<file path="config.mk">
export PLATFORM = sky130hd
export DESIGN_NAME = binary_max_heap_priority_queue_core
export DESIGN_NICKNAME = d
export VERILOG_FILES = /design/src/sv/bmhpq_pkg.sv /design/src/sv/bmhpq_ram.sv /design/src/sv/bmhpq_ctrl.sv /design/src/sv/bmhpq_dpath.sv /design/src/sv/binary_max_heap_priority_queue_core.sv
export SDC_FILE = /design/constraint.sdc
export NUM_CORES = 1
export LEC_CHECK = 0
export ABC_AREA = 0
export BUFFER_PORTS_ARGS = -buffer_cell sky130_fd_sc_hd__buf_2
export CAP_MARGIN = 5
export CORE_AREA = 2 2 250 252
export CTS_BUF_LIST = sky130_fd_sc_hd__clkbuf_8
export DETAILED_ROUTE_END_ITERATION = 7
export DIE_AREA = 0 0 252 254
export GPL_ROUTABILITY_DRIVEN = 0
export PLACE_DENSITY = 0.71
export SYNTH_ARGS = -nofsm -noshare
export SYNTH_HDL_FRONTEND = slang
export SYNTH_SLANG_ARGS = --single-unit
</file>
<file path="constraint.sdc">
create_clock -name i_clk -period 14.1 [get_ports i_clk]
set_input_delay 0 -clock i_clk [delete_from_list [all_inputs] [get_ports i_clk]]
set_output_delay 0 -clock i_clk [all_outputs]
set_load 0.02 [all_outputs]
</file>
<file path="src/sv/bmhpq_pkg.sv">
// Shared types and codes for the binary max-heap priority queue.
// No dependencies; imported by every module of the block but bmhpq_ram.
`timescale 1ns / 1ps
`default_nettype none

package bmhpq_pkg;

    // Operation codes carried on the op field
    localparam logic OP_INSERT = 1'b0;
    localparam logic OP_REMOVE = 1'b1;

    // Result status codes
    typedef enum logic [1:0] {
        STAT_OK    = 2'd0,
        STAT_FULL  = 2'd1,
        STAT_EMPTY = 2'd2
    } t_status;

    // Controller states
    typedef enum logic [2:0] {
        CS_IDLE,
        CS_UP,
        CS_RM_RD,
        CS_DN,
        CS_RESP
    } t_state;

    // Commands from controller to datapath
    typedef struct packed {
        logic accept;
        logic up_step;
        logic rm_load;
        logic dn_step;
        logic out_load;
    } t_cmd;

    // Status from datapath to controller
    typedef struct packed {
        logic full;
        logic empty;
        logic up_stop;
        logic rm_last;
        logic dn_stop;
    } t_stat;

endpackage

`default_nettype wire

</file>
<file path="src/sv/bmhpq_ram.sv">
// Generic single-write, dual-read RAM with registered read data.
// No dependencies.
`timescale 1ns / 1ps
`default_nettype none

module bmhpq_ram #(
    parameter int WIDTH = 32,
    parameter int DEPTH = 16
) (
    input  wire logic                     i_clk,
    input  wire logic                     i_we,
    input  wire logic [$clog2(DEPTH)-1:0] i_waddr,
    input  wire logic [WIDTH-1:0]         i_wdata,
    input  wire logic [$clog2(DEPTH)-1:0] i_raddr_a,
    input  wire logic [$clog2(DEPTH)-1:0] i_raddr_b,
    output logic      [WIDTH-1:0]         o_rdata_a,
    output logic      [WIDTH-1:0]         o_rdata_b
);

    logic [WIDTH-1:0] r_mem [DEPTH];
    logic [WIDTH-1:0] r_rdata_a;
    logic [WIDTH-1:0] r_rdata_b;

    // write port and two registered read ports
    always_ff @(posedge i_clk) begin
        if (i_we) begin
            r_mem[i_waddr] <= i_wdata;
        end
        r_rdata_a <= r_mem[i_raddr_a];
        r_rdata_b <= r_mem[i_raddr_b];
    end

    assign o_rdata_a = r_rdata_a;
    assign o_rdata_b = r_rdata_b;

endmodule

`default_nettype wire

</file>
<file path="src/sv/bmhpq_ctrl.sv">
// Sequencing state machine for the heap queue: handshakes and step commands.
// Depends on bmhpq_pkg.
`timescale 1ns / 1ps
`default_nettype none

module bmhpq_ctrl
    import bmhpq_pkg::*;
(
    input  wire logic  i_clk,
    input  wire logic  i_rst_n,
    input  wire logic  i_in_valid,
    input  wire logic  i_op,
    input  wire logic  i_out_stall,
    output logic       o_in_stall,
    output logic       o_out_valid,
    output t_cmd       o_cmd,
    input  wire t_stat i_stat
);

    t_state r_state;
    t_state n_state;
    logic   r_out_valid;
    logic   n_out_valid;

    // state and output-valid registers
    always_ff @(posedge i_clk) begin
        if (!i_rst_n) begin
            r_state     <= CS_IDLE;
            r_out_valid <= 1'b0;
        end else begin
            r_state     <= n_state;
            r_out_valid <= n_out_valid;
        end
    end

    // next state and commands
    always_comb begin
        n_state = r_state;
        o_cmd   = '0;
        unique case (r_state)
            CS_IDLE: begin
                if (i_in_valid) begin
                    o_cmd.accept = 1'b1;
                    if (i_op == OP_INSERT) begin
                        n_state = i_stat.full ? CS_RESP : CS_UP;
                    end else begin
                        n_state = i_stat.empty ? CS_RESP : CS_RM_RD;
                    end
                end
            end
            CS_UP: begin
                o_cmd.up_step = 1'b1;
                if (i_stat.up_stop) begin
                    n_state = CS_RESP;
                end
            end
            CS_RM_RD: begin
                o_cmd.rm_load = 1'b1;
                n_state = i_stat.rm_last ? CS_RESP : CS_DN;
            end
            CS_DN: begin
                o_cmd.dn_step = 1'b1;
                if (i_stat.dn_stop) begin
                    n_state = CS_RESP;
                end
            end
            CS_RESP: begin
                // hand the word over once the output slot is free
                if (!r_out_valid || !i_out_stall) begin
                    o_cmd.out_load = 1'b1;
                    n_state = CS_IDLE;
                end
            end
            default: begin
                n_state = CS_IDLE;
            end
        endcase
    end

    assign n_out_valid = o_cmd.out_load | (r_out_valid & i_out_stall);
    assign o_in_stall  = (r_state != CS_IDLE);
    assign o_out_valid = r_out_valid;

endmodule

`default_nettype wire

</file>
<file path="src/sv/bmhpq_dpath.sv">
// Heap datapath: entry RAM, held entry, position and count, sift compares.
// Depends on bmhpq_pkg and bmhpq_ram.
`timescale 1ns / 1ps
`default_nettype none

module bmhpq_dpath
    import bmhpq_pkg::*;
#(
    parameter int DEPTH     = 16,
    parameter int PRIO_BITS = 16,
    parameter int TAG_BITS  = 16
) (
    input  wire logic                         i_clk,
    input  wire logic                         i_rst_n,
    input  wire logic                         i_op,
    input  wire logic [PRIO_BITS-1:0]         i_priority_req,
    input  wire logic [TAG_BITS-1:0]          i_tag,
    input  wire t_cmd                         i_cmd,
    output t_stat                             o_stat,
    output logic      [PRIO_BITS-1:0]         o_out_priority,
    output logic      [TAG_BITS-1:0]          o_out_tag,
    output logic      [1:0]                   o_status,
    output logic      [$clog2(DEPTH+1)-1:0]   o_count
);

    localparam int AW = $clog2(DEPTH);
    localparam int CW = $clog2(DEPTH + 1);
    localparam int W  = PRIO_BITS + TAG_BITS;
    localparam int XW = AW + 2;

    // registers
    logic [CW-1:0]        r_count;
    logic [AW-1:0]        r_pos;
    logic [PRIO_BITS-1:0] r_held_prio;
    logic [TAG_BITS-1:0]  r_held_tag;
    logic [PRIO_BITS-1:0] r_res_prio;
    logic [TAG_BITS-1:0]  r_res_tag;
    t_status              r_res_status;
    logic [PRIO_BITS-1:0] r_out_prio;
    logic [TAG_BITS-1:0]  r_out_tag;
    t_status              r_out_status;
    logic [CW-1:0]        r_out_count;

    // RAM port signals
    logic          ram_we;
    logic [AW-1:0] ram_waddr;
    logic [W-1:0]  ram_wdata;
    logic [AW-1:0] ram_raddr_a;
    logic [AW-1:0] ram_raddr_b;
    logic [W-1:0]  ram_rdata_a;
    logic [W-1:0]  ram_rdata_b;

    // decoded read words
    logic [PRIO_BITS-1:0] rd_a_prio;
    logic [TAG_BITS-1:0]  rd_a_tag;
    logic [PRIO_BITS-1:0] rd_b_prio;
    logic [TAG_BITS-1:0]  rd_b_tag;
    logic [W-1:0]         held_word;

    // address arithmetic
    logic [CW-1:0] count_m1;
    logic [AW-1:0] last_addr;
    logic [AW-1:0] count_parent;
    logic [AW-1:0] pos_m1;
    logic [AW-1:0] pos_parent;
    logic [AW-1:0] parent_m1;
    logic [AW-1:0] pos_grand;

    // sift compares
    logic          count_full;
    logic          count_empty;
    logic          up_stop;
    logic [XW-1:0] left_idx;
    logic [XW-1:0] right_idx;
    logic [XW-1:0] count_x;
    logic          has_l;
    logic          has_r;
    logic          pick_r;
    logic [XW-1:0] ch_idx;
    logic [W-1:0]  ch_word;
    logic [PRIO_BITS-1:0] ch_prio;
    logic          dn_swap;
    logic [AW:0]   nxt_l;
    logic [AW:0]   nxt_r;

    bmhpq_ram #(
        .WIDTH (W),
        .DEPTH (DEPTH)
    ) u_ram (
        .i_clk     (i_clk),
        .i_we      (ram_we),
        .i_waddr   (ram_waddr),
        .i_wdata   (ram_wdata),
        .i_raddr_a (ram_raddr_a),
        .i_raddr_b (ram_raddr_b),
        .o_rdata_a (ram_rdata_a),
        .o_rdata_b (ram_rdata_b)
    );

    assign rd_a_prio = ram_rdata_a[W-1:TAG_BITS];
    assign rd_a_tag  = ram_rdata_a[TAG_BITS-1:0];
    assign rd_b_prio = ram_rdata_b[W-1:TAG_BITS];
    assign rd_b_tag  = ram_rdata_b[TAG_BITS-1:0];
    assign held_word = {r_held_prio, r_held_tag};

    // parent indexes: (p - 1) / 2
    assign count_m1     = r_count - CW'(1);
    assign last_addr    = count_m1[AW-1:0];
    assign count_parent = last_addr >> 1;
    assign pos_m1       = r_pos - AW'(1);
    assign pos_parent   = pos_m1 >> 1;
    assign parent_m1    = pos_parent - AW'(1);
    assign pos_grand    = parent_m1 >> 1;

    assign count_full  = (r_count == CW'(DEPTH));
    assign count_empty = (r_count == '0);

    // sift up: move on while the held entry beats its parent
    assign up_stop = (r_pos == '0) || !(r_held_prio > rd_a_prio);

    // sift down: pick the larger child, right only when strictly larger
    assign left_idx  = {1'b0, r_pos, 1'b1};
    assign right_idx = left_idx + XW'(1);
    assign count_x   = {{(XW - CW){1'b0}}, r_count};
    assign has_l     = left_idx < count_x;
    assign has_r     = right_idx < count_x;
    assign pick_r    = has_r && (rd_b_prio > rd_a_prio);
    assign ch_idx    = pick_r ? right_idx : left_idx;
    assign ch_word   = pick_r ? ram_rdata_b : ram_rdata_a;
    assign ch_prio   = ch_word[W-1:TAG_BITS];
    assign dn_swap   = has_l && (r_held_prio < ch_prio);
    assign nxt_l     = {ch_idx[AW-1:0], 1'b1};
    assign nxt_r     = nxt_l + (AW + 1)'(1);

    // RAM port steering
    always_comb begin
        ram_we      = i_cmd.up_step | i_cmd.dn_step;
        ram_waddr   = r_pos;
        ram_wdata   = held_word;
        ram_raddr_a = '0;
        ram_raddr_b = last_addr;
        unique if (i_cmd.accept) begin
            ram_raddr_a = (i_op == OP_INSERT) ? count_parent : '0;
        end else if (i_cmd.up_step) begin
            ram_wdata   = up_stop ? held_word : ram_rdata_a;
            ram_raddr_a = pos_grand;
        end else if (i_cmd.rm_load) begin
            ram_raddr_a = AW'(1);
            ram_raddr_b = AW'(2);
        end else if (i_cmd.dn_step) begin
            ram_wdata   = dn_swap ? ch_word : held_word;
            ram_raddr_a = nxt_l[AW-1:0];
            ram_raddr_b = nxt_r[AW-1:0];
        end else begin
            ram_raddr_a = '0;
        end
    end

    // entry count
    always_ff @(posedge i_clk) begin
        if (!i_rst_n) begin
            r_count <= '0;
        end else if (i_cmd.up_step && up_stop) begin
            r_count <= r_count + CW'(1);
        end else if (i_cmd.rm_load) begin
            r_count <= count_m1;
        end
    end

    // held entry, position and result words
    always_ff @(posedge i_clk) begin
        if (i_cmd.accept) begin
            r_held_prio <= i_priority_req;
            r_held_tag  <= i_tag;
            r_res_prio  <= '0;
            r_res_tag   <= '0;
            r_pos       <= r_count[AW-1:0];
            if (i_op == OP_INSERT) begin
                r_res_status <= count_full ? STAT_FULL : STAT_OK;
            end else begin
                r_res_status <= count_empty ? STAT_EMPTY : STAT_OK;
            end
        end
        if (i_cmd.up_step && !up_stop) begin
            r_pos <= pos_parent;
        end
        if (i_cmd.rm_load) begin
            r_res_prio  <= rd_a_prio;
            r_res_tag   <= rd_a_tag;
            r_held_prio <= rd_b_prio;
            r_held_tag  <= rd_b_tag;
            r_pos       <= '0;
        end
        if (i_cmd.dn_step && dn_swap) begin
            r_pos <= ch_idx[AW-1:0];
        end
        if (i_cmd.out_load) begin
            r_out_prio   <= r_res_prio;
            r_out_tag    <= r_res_tag;
            r_out_status <= r_res_status;
            r_out_count  <= r_count;
        end
    end

    assign o_stat.full    = count_full;
    assign o_stat.empty   = count_empty;
    assign o_stat.up_stop = up_stop;
    assign o_stat.rm_last = (r_count == CW'(1));
    assign o_stat.dn_stop = !dn_swap;

    assign o_out_priority = r_out_prio;
    assign o_out_tag      = r_out_tag;
    assign o_status       = r_out_status;
    assign o_count        = r_out_count;

endmodule

`default_nettype wire

</file>
<file path="src/sv/binary_max_heap_priority_queue_core.sv">
// Bounded max-priority queue held as a binary heap in one RAM.
//
// Input channel: i_in_valid / o_in_stall carry one word per operation:
// i_op (insert or remove), i_priority_req and i_tag. Output channel:
// o_out_valid / i_out_stall carry one result word per operation:
// removed priority and tag, status (done, insert on full, remove on
// empty) and the entry count after the operation.
// After acceptance, an insert sifts up one heap level per step (CS_UP)
// while the held entry beats its parent; a remove first loads root and
// last (CS_RM_RD), then sifts down one level per step (CS_DN) unless it
// took the only entry; a full insert or empty remove goes straight to
// the result state (CS_RESP). One word is handled at a time; the next is
// taken the cycle after the result is registered. Each sift step is
// paced by the RAM's registered read (the compare of one level overlaps
// the read of the next).
// Synchronous active-low reset empties the queue and clears output
// valid; the RAM is not cleared. While the receiver stalls, the result
// word holds and a finished operation waits for the output slot.
// Depends on bmhpq_pkg, bmhpq_ctrl, bmhpq_dpath and bmhpq_ram.
`timescale 1ns / 1ps
`default_nettype none

module binary_max_heap_priority_queue_core
    import bmhpq_pkg::*;
#(
    parameter int DEPTH     = 16,
    parameter int PRIO_BITS = 16,
    parameter int TAG_BITS  = 16
) (
    input  wire logic                       i_clk,
    input  wire logic                       i_rst_n,
    input  wire logic                       i_in_valid,
    output logic                            o_in_stall,
    input  wire logic                       i_op,
    input  wire logic [PRIO_BITS-1:0]       i_priority_req,
    input  wire logic [TAG_BITS-1:0]        i_tag,
    output logic                            o_out_valid,
    input  wire logic                       i_out_stall,
    output logic      [PRIO_BITS-1:0]       o_out_priority,
    output logic      [TAG_BITS-1:0]        o_out_tag,
    output logic      [1:0]                 o_status,
    output logic      [$clog2(DEPTH+1)-1:0] o_count
);

    t_cmd  cmd;
    t_stat stat;

    bmhpq_ctrl u_ctrl (
        .i_clk       (i_clk),
        .i_rst_n     (i_rst_n),
        .i_in_valid  (i_in_valid),
        .i_op        (i_op),
        .i_out_stall (i_out_stall),
        .o_in_stall  (o_in_stall),
        .o_out_valid (o_out_valid),
        .o_cmd       (cmd),
        .i_stat      (stat)
    );

    bmhpq_dpath #(
        .DEPTH     (DEPTH),
        .PRIO_BITS (PRIO_BITS),
        .TAG_BITS  (TAG_BITS)
    ) u_dpath (
        .i_clk          (i_clk),
        .i_rst_n        (i_rst_n),
        .i_op           (i_op),
        .i_priority_req (i_priority_req),
        .i_tag          (i_tag),
        .i_cmd          (cmd),
        .o_stat         (stat),
        .o_out_priority (o_out_priority),
        .o_out_tag      (o_out_tag),
        .o_status       (o_status),
        .o_count        (o_count)
    );

endmodule

`default_nettype wire

</file>
**Yosys cells after proc, flatten, opt, wreduce, memory -nomap -nowiden**

Memories as Yosys holds them, arrays and structs flattened. A register that Yosys moved wholly into a read port is not among the register bits.
Index checks and enable logic that the tools add are counted.

- Equal/unequal tests: 10
- Add/subtract/negate cells: 6
- Mux-type cells: 51
- Reductions and logical operators: 19
- Magnitude comparators: 5
- Bitwise operators: 3

Operator list:

| kind | number |
|---|---|
| 2-to-1 mux 32 bit | 7 |
| 2-to-1 mux 16 bit | 7 |
| 2-to-1 mux 4 bit | 13 |
| greater-than comparator 16 bit | 2 |
| 2-to-1 mux 3 bit | 9 |
| less-than comparator 16 bit | 1 |
| one-hot mux 3 bit (5 select lines) | 1 |
| 2-to-1 mux 1 bit | 10 |
| 2-to-1 mux 5 bit | 2 |
| adder 5 x 1 -> 6 bit (second input constant) | 1 |
| equality test 3 x 2 -> 1 bit (second input constant) | 2 |
| less-than comparator 6 x 5 -> 1 bit | 1 |
| adder 5 x 1 -> 5 bit (second input constant) | 1 |
| equality test 5 x 1 -> 1 bit (second input constant) | 1 |
| equality test 5 bit (second input constant) | 1 |
| logical AND 1 bit | 5 |
| logical NOT 5 bit | 1 |
| less-than comparator 5 bit | 1 |
| subtractor 5 x 1 -> 5 bit (second input constant) | 1 |
| adder 4 x 1 -> 4 bit (second input constant) | 1 |
| logical NOT 1 bit | 4 |
| logical NOT 4 bit | 1 |
| 2-to-1 mux 2 bit | 2 |
| inequality test 2 x 1 -> 1 bit (second input constant) | 2 |
| 13 further kinds | 17 |

- Register bits after elaboration: 118
- Memories: 1
- Output and inout bits: 41
- Bits in writable memories: 512

Memory list:

| name | words | bits a word | rd ports | clocked after Yosys merged registers in | write ports | RTL line | RTL |
|---|---|---|---|---|---|---|---|
| u_dpath.u_ram.r_mem | 16 | 32 | 2 | 2 | 1 | bmhpq_ram.sv:20 | `logic [WIDTH-1:0] r_mem [DEPTH];` |

**Logic depth before layout (Yosys ltp)**

Gate-level depths: netlist of the first run.

- Depth in word-level cells: 11
- Mapped depth: 22
- Gate-level depth less buffers: 17

**Cells and area by module**

Synthesis of the first run repeated with hierarchy kept, for this count alone.

- Cell total of the unflattened synthesis: 1832
- Area, all modules: 31647.9 um^2

By module, submodules not included:

| module | cells an instance | seq. area each (um^2) | area each (um^2) | instances |
|---|---|---|---|---|
| bmhpq_ram | 1141 | 16656.0 | 24186.9 | 1 |
| bmhpq_dpath | 651 | 3373.2 | 7116.8 | 1 |
| bmhpq_ctrl | 40 | 80.1 | 344.1 | 1 |

**Worst setup path after synthesis of the first run**

OpenSTA, ideal clock, no wires.

- Path kind: reg-to-reg
- Start point: register u_dpath.r_pos[0]
- End point: memory u_dpath.u_ram.r_mem[0][31], data pin
- Path buffers: 4
- Path slack: 9.008 ns
- Setup time: 0.330 ns
- Required time: 13.770 ns
- Stages on the path, launching flop included: 21
- Arrival time: 4.762 ns
- Path through: edfxtp_1 -> ha_1 -> xor2_1 -> ha_1 -> a21oi_1 -> o21ai_0 -> nor3_1 -> o41ai_1 -> buf_4 -> buf_2 -> mux2i_1 -> ha_1 -> a21o_1 -> a2111oi_0 -> o211ai_1 -> a21oi_2 -> a31o_2 -> buf_4 -> buf_4 -> o22ai_1 -> o21ai_0

- Cells in the longest elaborated chain, start to end: 11
- Elaborated cells between the ends (all ways): 15

RTL lines:

| element | RTL line | RTL |
|---|---|---|
| from (decl) | bmhpq_dpath.sv:33 | `logic [AW-1:0] r_pos;` |
| from (signal assigned) | bmhpq_dpath.sv:177 | `r_pos <= r_count[AW-1:0];` |
| from (signal assigned) | bmhpq_dpath.sv:185 | `r_pos <= pos_parent;` |
| from (signal assigned) | bmhpq_dpath.sv:195 | `r_pos <= ch_idx[AW-1:0];` |
| adder 5 x 1 -> 6 bit | bmhpq_dpath.sv:123 | `assign right_idx = left_idx + XW'(1);` |
| less-than comparator 6 x 5 -> 1 bit | bmhpq_dpath.sv:126 | `assign has_r = right_idx < count_x;` |
| logical AND 1 bit | bmhpq_dpath.sv:127 | `assign pick_r = has_r && (rd_b_prio > rd_a_prio);` |
| 2-to-1 mux 32 bit | bmhpq_dpath.sv:129 | `assign ch_word = pick_r ? ram_rdata_b : ram_rdata_a;` |
| less-than comparator 16 bit | bmhpq_dpath.sv:131 | `assign dn_swap = has_l && (r_held_prio < ch_prio);` |
| logical AND 1 bit | bmhpq_dpath.sv:131 |  |
| 2-to-1 mux 32 bit | bmhpq_dpath.sv:151 | `ram_wdata = dn_swap ? ch_word : held_word;` |
| 2-to-1 mux 32 bit | bmhpq_dpath.sv:150 | `end else if (i_cmd.dn_step) begin` |
| 2-to-1 mux 32 bit | bmhpq_dpath.sv:147 | `end else if (i_cmd.rm_load) begin` |
| 2-to-1 mux 32 bit * | bmhpq_dpath.sv:144 | `end else if (i_cmd.up_step) begin` |
| 2-to-1 mux 32 bit * | bmhpq_dpath.sv:142 | `unique if (i_cmd.accept) begin` |
| via u_dpath.ram_wdata[31] | bmhpq_dpath.sv:47 | `logic [W-1:0] ram_wdata;` |
| to (decl) | bmhpq_ram.sv:20 |  |

The timed path passes the listed nets; every way through them passes the cells marked *.

**Worst setup path in the final report of the first run**

- Start point: register u_dpath.r_pos[0]
- End point: memory u_dpath.u_ram.r_mem[0][8], data pin

The elaborated chain is that of the path after synthesis.

==> results.cfg, run 1 <==
[run_status]
status = finished clean

[clock_tree]
cts.repair.resized = 0
clkLatencyLatePin_ns = 0.72
cts_buffers = 108
cts.path.max_buffers = 3
cts_tree = built
cts.sink_count = 694
cts.reportedPaths.clkPinSlew_ns = 0.06
htree_levels = 3
ctsRootBufferMaster = clkbuf_8

[floorplanning]
ios = 78
dieArea_mm2 = 0.0640
die_h_um = 254
initial_core_util_pct = 54.5
fp.dieW_um = 252
core-area_mm2 = 0.0613
rows = 91

[critical_path]
r2r_slack_ns = 7.23
ff2ff_path_depth = 18
required_ns = 14.46
startpoint_type = flop
crit_end = u_dpath.u_ram.r_mem[0][8]
reg2reg_to = u_dpath.u_ram.r_mem[0][8]
crit_path_end_kind = flop
r2r_start = u_dpath.r_pos[0]
cp_max_fo = 29
worstPathArrival_ns = 7.24
critPathLaunch = u_dpath.r_pos[0]
critical_path_class = flop to flop

[sta]
slew_headroom_pct = 17.1
tightest_slew_ns = 1.24
hold_viol_final = 0
slew_viol_final = 0
tns_ns = 0
skew_ns = 0.0395
grt_setup_unrepaired = no
setup_slack_ns = 7.23
period_share_pct = 48.7
setup_viol = 0
min_period_ns = 6.87
timing.fmax_mhz = 146

[drt]
first_iter_violations = 1940
post-route-drc-count = 0
dr.pass1.iters = 5
vias = 19800
post_drt_wl_per_cell_um = 27.7
via_per_inst = 6.34
ant_nets = 0
wl_um = 86700

[synthesis]
synth_fp_nets = 2216
yosysWarningCount = 0
yosysUniqueCellTypes = 57
synth_edf_count = 621
netlist_area_mm2 = 0.0334
synth-seq-area-share_pct = 60.3
ys.flop_type = edfxtp_1
synth-seq-cells = 694
synthCells = 2115
async_reset_ff_share_pct = 0
postSynthAreaPerCell_um2 = 15.8

[power]
seqPwrFrac_pct = 38.0
leakagePower_nw = 14.3
power_frac_clock_pct = 22.0
p_per_area_mw_per_mm2 = 206
power_mw = 7.60
swShare_pct = 35.8
ir_drop_mv = 0.191
combinationalPowerShare_pct = 40.0
p_sw_mw = 2.72
p_int_mw = 4.88

[global_route]
grt_use_met3_pct = 4.42
grt_busiest_layer = met2
grt_overflow = 0
grt_pass1_vias = 19900
grt_use_met2_pct = 42.6
grtUsageMet1_pct = 38.9
grt_use_total_pct = 27.2
grt_pass1_wl_um = 127000
grt_max_degree = 107
antenna_found_initial = 2

[placed_design]
place_ws_ns = 7.03
dpl.hpwl_um = 47700
port_buffers = 77

[cells_and_area]
final_cell_mix = edfxtp_1, mux2i_1, mux4_2, nand2_1, clkbuf_8
area_growth_pct = 10.9
final_common_cell = edfxtp_1
nNetsFinal = 2346
layout-drive-gt1-share_pct = 18.6

[job]
drv_cap = 0

[min_path]
hp-start = i_tag[2]
worst_hold_path_type = input port to flop
[how the worst min path moves through the flow]
stage / to / slack, ns / depth (start not counted)
final: u_dpath.r_held_tag[2] / 0.14 / 4
after global routing: u_dpath.r_held_tag[7] / 0.12 / 4
after CTS: u_dpath.r_held_tag[7] / 0.07 / 4
after detailed placement: u_dpath.r_held_prio[11] / 0.30 / 3
after global placement: u_dpath.r_held_prio[11] / 0.29 / 3
after floorplan: u_ctrl.r_state[1] / 0.12 / 1
[timing repair]
action / 4_1_cts / 5_1_grt
hold buffers: 38 / 0
hold endpoints to repair: 85 / 0
setup endpoints to repair: 0 / 0
buffers inserted: 0 / 0
[stage by stage]
stage / hold WS, ns / area, µm² / util [%] / cells
after floorplan: 0.117 / 33400 / - / 2115
after global placement: 0.293 / 34400 / 56.2 / 2886
after detailed placement: 0.302 / 34400 / 56.2 / 2886
after CTS: 0.0688 / 37000 / 60.4 / 3128
after global routing: 0.120 / 37000 / 60.4 / 3130
final: 0.136 / 37000 / 60.4 / 3130
[area by class of cell]
type	instances	area [µm²]
antenna	1	2.50
clock buffer	116	1600
clock inverter	88	569
fill	4513	24300
inverter	30	113
multi-input combinational	1264	12600
sequential	694	20100
tap	790	988
timing repair buffer	147	1030
[power by group through the flow]
stage	Combinational, mW	Clock (mW)	Sequential [mW]
floorplan	2.27	0	2.87
global placement	2.95	0	2.91
detailed placement	3.00	0	2.92
CTS	3.02	1.70	2.88
global route	3.25	1.79	2.91
finish	3.04	1.68	2.89
[logic make-up (layout without fill, tap and decap cells)]
logic type,Yosys count,count (layout),synth area share (%)
AO/OA/AOI/OAI,171,171,3.34
XOR/XNOR,11,11,0.289
AND/OR/NAND/NOR,264,264,3.76
other,0,1,0
multiplexers,754,754,27.5
flip-flops,694,694,60.3
adder cells (fa/ha/maj),64,64,2.40
buffers and inverters,157,381,2.43
[worst max-delay path, stage by stage (launching register included)]
cell       delay, ns
edfxtp_1        0.50
ha_1            0.35
xor2_1          0.18
ha_1            0.31
a21oi_1         0.06
o21ai_0         0.24
nor3_1          0.11
o41ai_2         0.08
buf_4           0.41
mux2i_1         0.35
ha_1            0.31
a21o_1          0.18
a2111oi_0       0.38
o211ai_1        0.21
a21oi_2         0.66
a31o_2          0.62
buf_4           0.57
mux2i_1         0.16
o21ai_1         0.81
[synth_stat cells, drive strengths merged, types with 2 or more instances]
cell	n	area share (%)
a31oi	5	0.11
nand2b	6	0.11
a211oi	4	0.090
a2111oi	5	0.15
o32ai	2	0.075
o21bai	2	0.045
mux2	17	0.57
ha	64	2.4
a21o	10	0.23
xnor2	8	0.21
a22oi	19	0.44
o211ai	2	0.045
and3	2	0.038
o22ai	18	0.34
inv	30	0.34
nand3	8	0.12
nand2	127	1.4
dfxtp	73	4.4
or3	4	0.075
nor2	35	0.42
nor4	2	0.038
nor3b	3	0.068
xor2	3	0.079
mux2i	609	18
o21a	20	0.45
nor2b	4	0.075
o21ai	53	0.81
mux4	128	8.6
nor4b	5	0.13
a21oi	24	0.37
buf	80	1.6
edfxtp	621	56
nand4	8	0.15
and2	47	0.88
nor3	10	0.15
clkbuf	47	0.53
[per-layer routing]
layer / routed length (µm) / up-vias
li1: - / 8609
met1: 37400 / 10200
met2: 40100 / 934
met3: 6930 / 140
met4: 2270 / 0
met5: 0 / -
[state kept, by name (all words and copies together) (netlist names)]
| register | flops |
|---|---|
| u_dpath.o_status | 2 |
| u_dpath.u_ram.o_rdata_a | 32 |
| u_dpath.r_res_prio | 16 |
| u_dpath.u_ram.o_rdata_b | 32 |
| u_dpath.r_count | 5 |
| u_dpath.r_res_status | 2 |
| u_dpath.r_held_prio | 16 |
| u_dpath.u_ram.r_mem | 512 |
| u_ctrl.r_state | 3 |
| u_ctrl.o_out_valid | 1 |
| u_dpath.o_count | 5 |
| u_dpath.r_res_tag | 16 |
| u_dpath.r_pos | 4 |
| u_dpath.o_out_tag | 16 |
| u_dpath.o_out_priority | 16 |
| u_dpath.r_held_tag | 16 |
Note: power is estimated with default switching activity, not from simulation.
==> inputs of run 2 (changes only) <==
==> constraint.sdc (replaced) <==
create_clock -name i_clk -period 7.2 [get_ports i_clk]
set_input_delay 0 -clock i_clk [delete_from_list [all_inputs] [get_ports i_clk]]
set_output_delay 0 -clock i_clk [all_outputs]
set_load 0.02 [all_outputs]
==> run 2 against run 1 <==
  * First-iteration DRC count is 0.52% lower
  * Sequential cell count stayed put
  * Setup slack worse by 6.1 ns
  * Clock-buffer cell count is 6 higher
  * Highest routed layer unchanged
  * Largest cell class unchanged
  * Power is 97% higher
  * Fmax is 14% higher
  * Core utilization is 0.11 points higher
  * Wire length is 1.5% lower
  * Clock power is 99% higher
  * Final cell count is 0.29% lower
  * Combinational power is 95% higher
  * Sequential share of layout area is 0.10 points lower
==> results.cfg, run 2 (same netlist as run 1, synthesis figures left out) <==
[sta]
min_period_ns = 6.03
setup_viol = 0
timing.fmax_mhz = 166
grt_setup_unrepaired = no
period_share_pct = 83.7
tightest_slew_ns = 1.21
slew_viol_final = 0
tns_ns = 0
skew_ns = 0.0318
hold_viol_final = 0
slew_headroom_pct = 18.6

[critical_path]
startpoint_type = flop
path_cells = ha_1, xor2_1, ha_1, a21oi_1, o21ai_0, nor3_1, o41ai_2, buf_4, mux2i_1, ha_1, a21o_1, a2111oi_0, o211ai_1, a21oi_1, a31o_2, buf_12, o22ai_1, o21ai_1
worstPathArrival_ns = 6.37
required_ns = 7.54
crit_path_end_kind = flop
cp_max_fo = 31
critical_path_class = flop to flop
cp_slowest_cell = o21ai_1
critical_path.most_common_cell = ha_1
cpPeakStageDelay_ns = 0.85

[global_route]
grt_max_degree = 145
antenna_found_initial = 1
grt_pass1_wl_um = 125000
grt_overflow = 0
grt_use_total_pct = 26.7
grt_pass1_vias = 20000

[drt]
post-route-drc-count = 0
wl_um = 85400
post_drt_wl_per_cell_um = 27.3
dr.pass1.iters = 5
vias = 19800
ant_nets = 0
first_iter_violations = 1930
via_per_inst = 6.34

[power]
swShare_pct = 35.5
p_per_area_mw_per_mm2 = 403
seqPwrFrac_pct = 38.0
power_frac_clock_pct = 22.4
combinationalPowerShare_pct = 39.7
power_mw = 14.9
leakagePower_nw = 14.4
p_int_mw = 9.63
ir_drop_mv = 0.436
p_sw_mw = 5.31

[clock_tree]
cts.sink_count = 694
cts_buffers = 107
htree_levels = 3
cts_tree = built
cts_setup_buffers = 0
ctsRootBufferMaster = clkbuf_8
clkLatencyLatePin_ns = 0.72
cts.repair.resized = 0
cts.reportedPaths.clkPinSlew_ns = 0.07
hold_buffers = 39
cts.path.max_buffers = 3

[placed_design]
port_buffers = 77
dpl.hpwl_um = 46000

[run_status]
status = finished clean

[floorplanning]
die_h_um = 254
fp.dieW_um = 252
initial_core_util_pct = 54.5
dieArea_mm2 = 0.0640
core-area_mm2 = 0.0613
ios = 78
rows = 91

[cells_and_area]
layout-drive-gt1-share_pct = 18.6
largest_reg_flops = 512
final_cell_mix = edfxtp_1, mux2i_1, mux4_2, nand2_1, clkbuf_8
n_fill_cell = 4531
multi_input_area_mm2 = 0.0126
top_register = u_dpath.u_ram.r_mem
nNetsFinal = 2342
area_growth_pct = 11.1
seq_area_mm2 = 0.0201
final_common_cell = edfxtp_1

[job]
drv_cap = 0

[min_path]
worst_hold_path_type = input port to flop
run 2: cell types whose count changed in the layout (fill, tap and decap cells not counted), moves of 2 or more:
cell / change
clkinv_1: -16
clkbuf_8: +6
buf_12: +4
and2_2: -2
buf_4: -7
inv_1: +7
and2_4: +2
run 2: cell type report:
cell class	count	area share, %
antenna	1	0.00675
clock buffer	122	4.53
clock inverter	76	1.39
inverter	30	0.304
multi-input combinational	1264	34.0
sequential	694	54.3
tap	790	2.67
timing repair buffer	144	2.86
run 2: worst max-delay path, delay by kind of cell, from the launching register on:
kind	cells	cell delay, ns
AO/OA/AOI/OAI	10	2.82
adder cells (fa/ha/maj)	3	0.97
buffers and inverters	2	0.58
flip-flops	1	0.49
AND/OR/NAND/NOR	1	0.31
multiplexers	1	0.28
XOR/XNOR	1	0.19
run 2: path summary, 6_finish.rpt:
kind / start / to / slack [ns] / depth (start not counted)
max: u_dpath.r_pos[0] / u_dpath.u_ram.r_mem[9][18] / 1.17 / 18
min: i_tag[7] / u_dpath.r_held_tag[7] / 0.12 / 4
max reg2reg: u_dpath.r_pos[0] / u_dpath.u_ram.r_mem[9][18] / 1.17 / 18
min reg2reg: u_dpath.r_res_status[1] / u_dpath.o_status[1] / 0.40 / 0
run 2: power by group through the flow:
stage	logic (mW)	registers [mW]	clock network [mW]
6_report	5.93	5.67	3.34
5_1_grt	6.34	5.71	3.55
4_1_cts	5.91	5.65	3.38
3_5_place_dp	5.87	5.73	0
3_3_place_gp	5.75	5.71	0
2_1_floorplan	4.44	5.62	0
run 2: metal layers:
| metal | up-vias | track usage, % | wire [µm] |
|---|---|---|---|
| li1 | 8581 | - | - |
| met1 | 10200 | 37.9 | 36600 |
| met2 | 866 | 42.6 | 39800 |
| met3 | 149 | 3.89 | 6690 |
| met4 | 0 | 9.15 | 2270 |
| met5 | - | 0 | 0 |
run 2: stage by stage:
stage | utilization [%] | cells | setup WS [ns] | hold WS, ns | area (µm²)
2_1_floorplan | - | 2115 | 2.11 | 0.117 | 33400
3_5_place_dp | 56.3 | 2883 | 0.946 | 0.291 | 34500
4_1_cts | 60.5 | 3120 | 0.934 | 0.0628 | 37000
3_3_place_gp | 56.3 | 2883 | 1.22 | 0.291 | 34500
5_1_grt | 60.5 | 3121 | 0.902 | 0.104 | 37100
6_report | 60.5 | 3121 | 1.17 | 0.117 | 37100
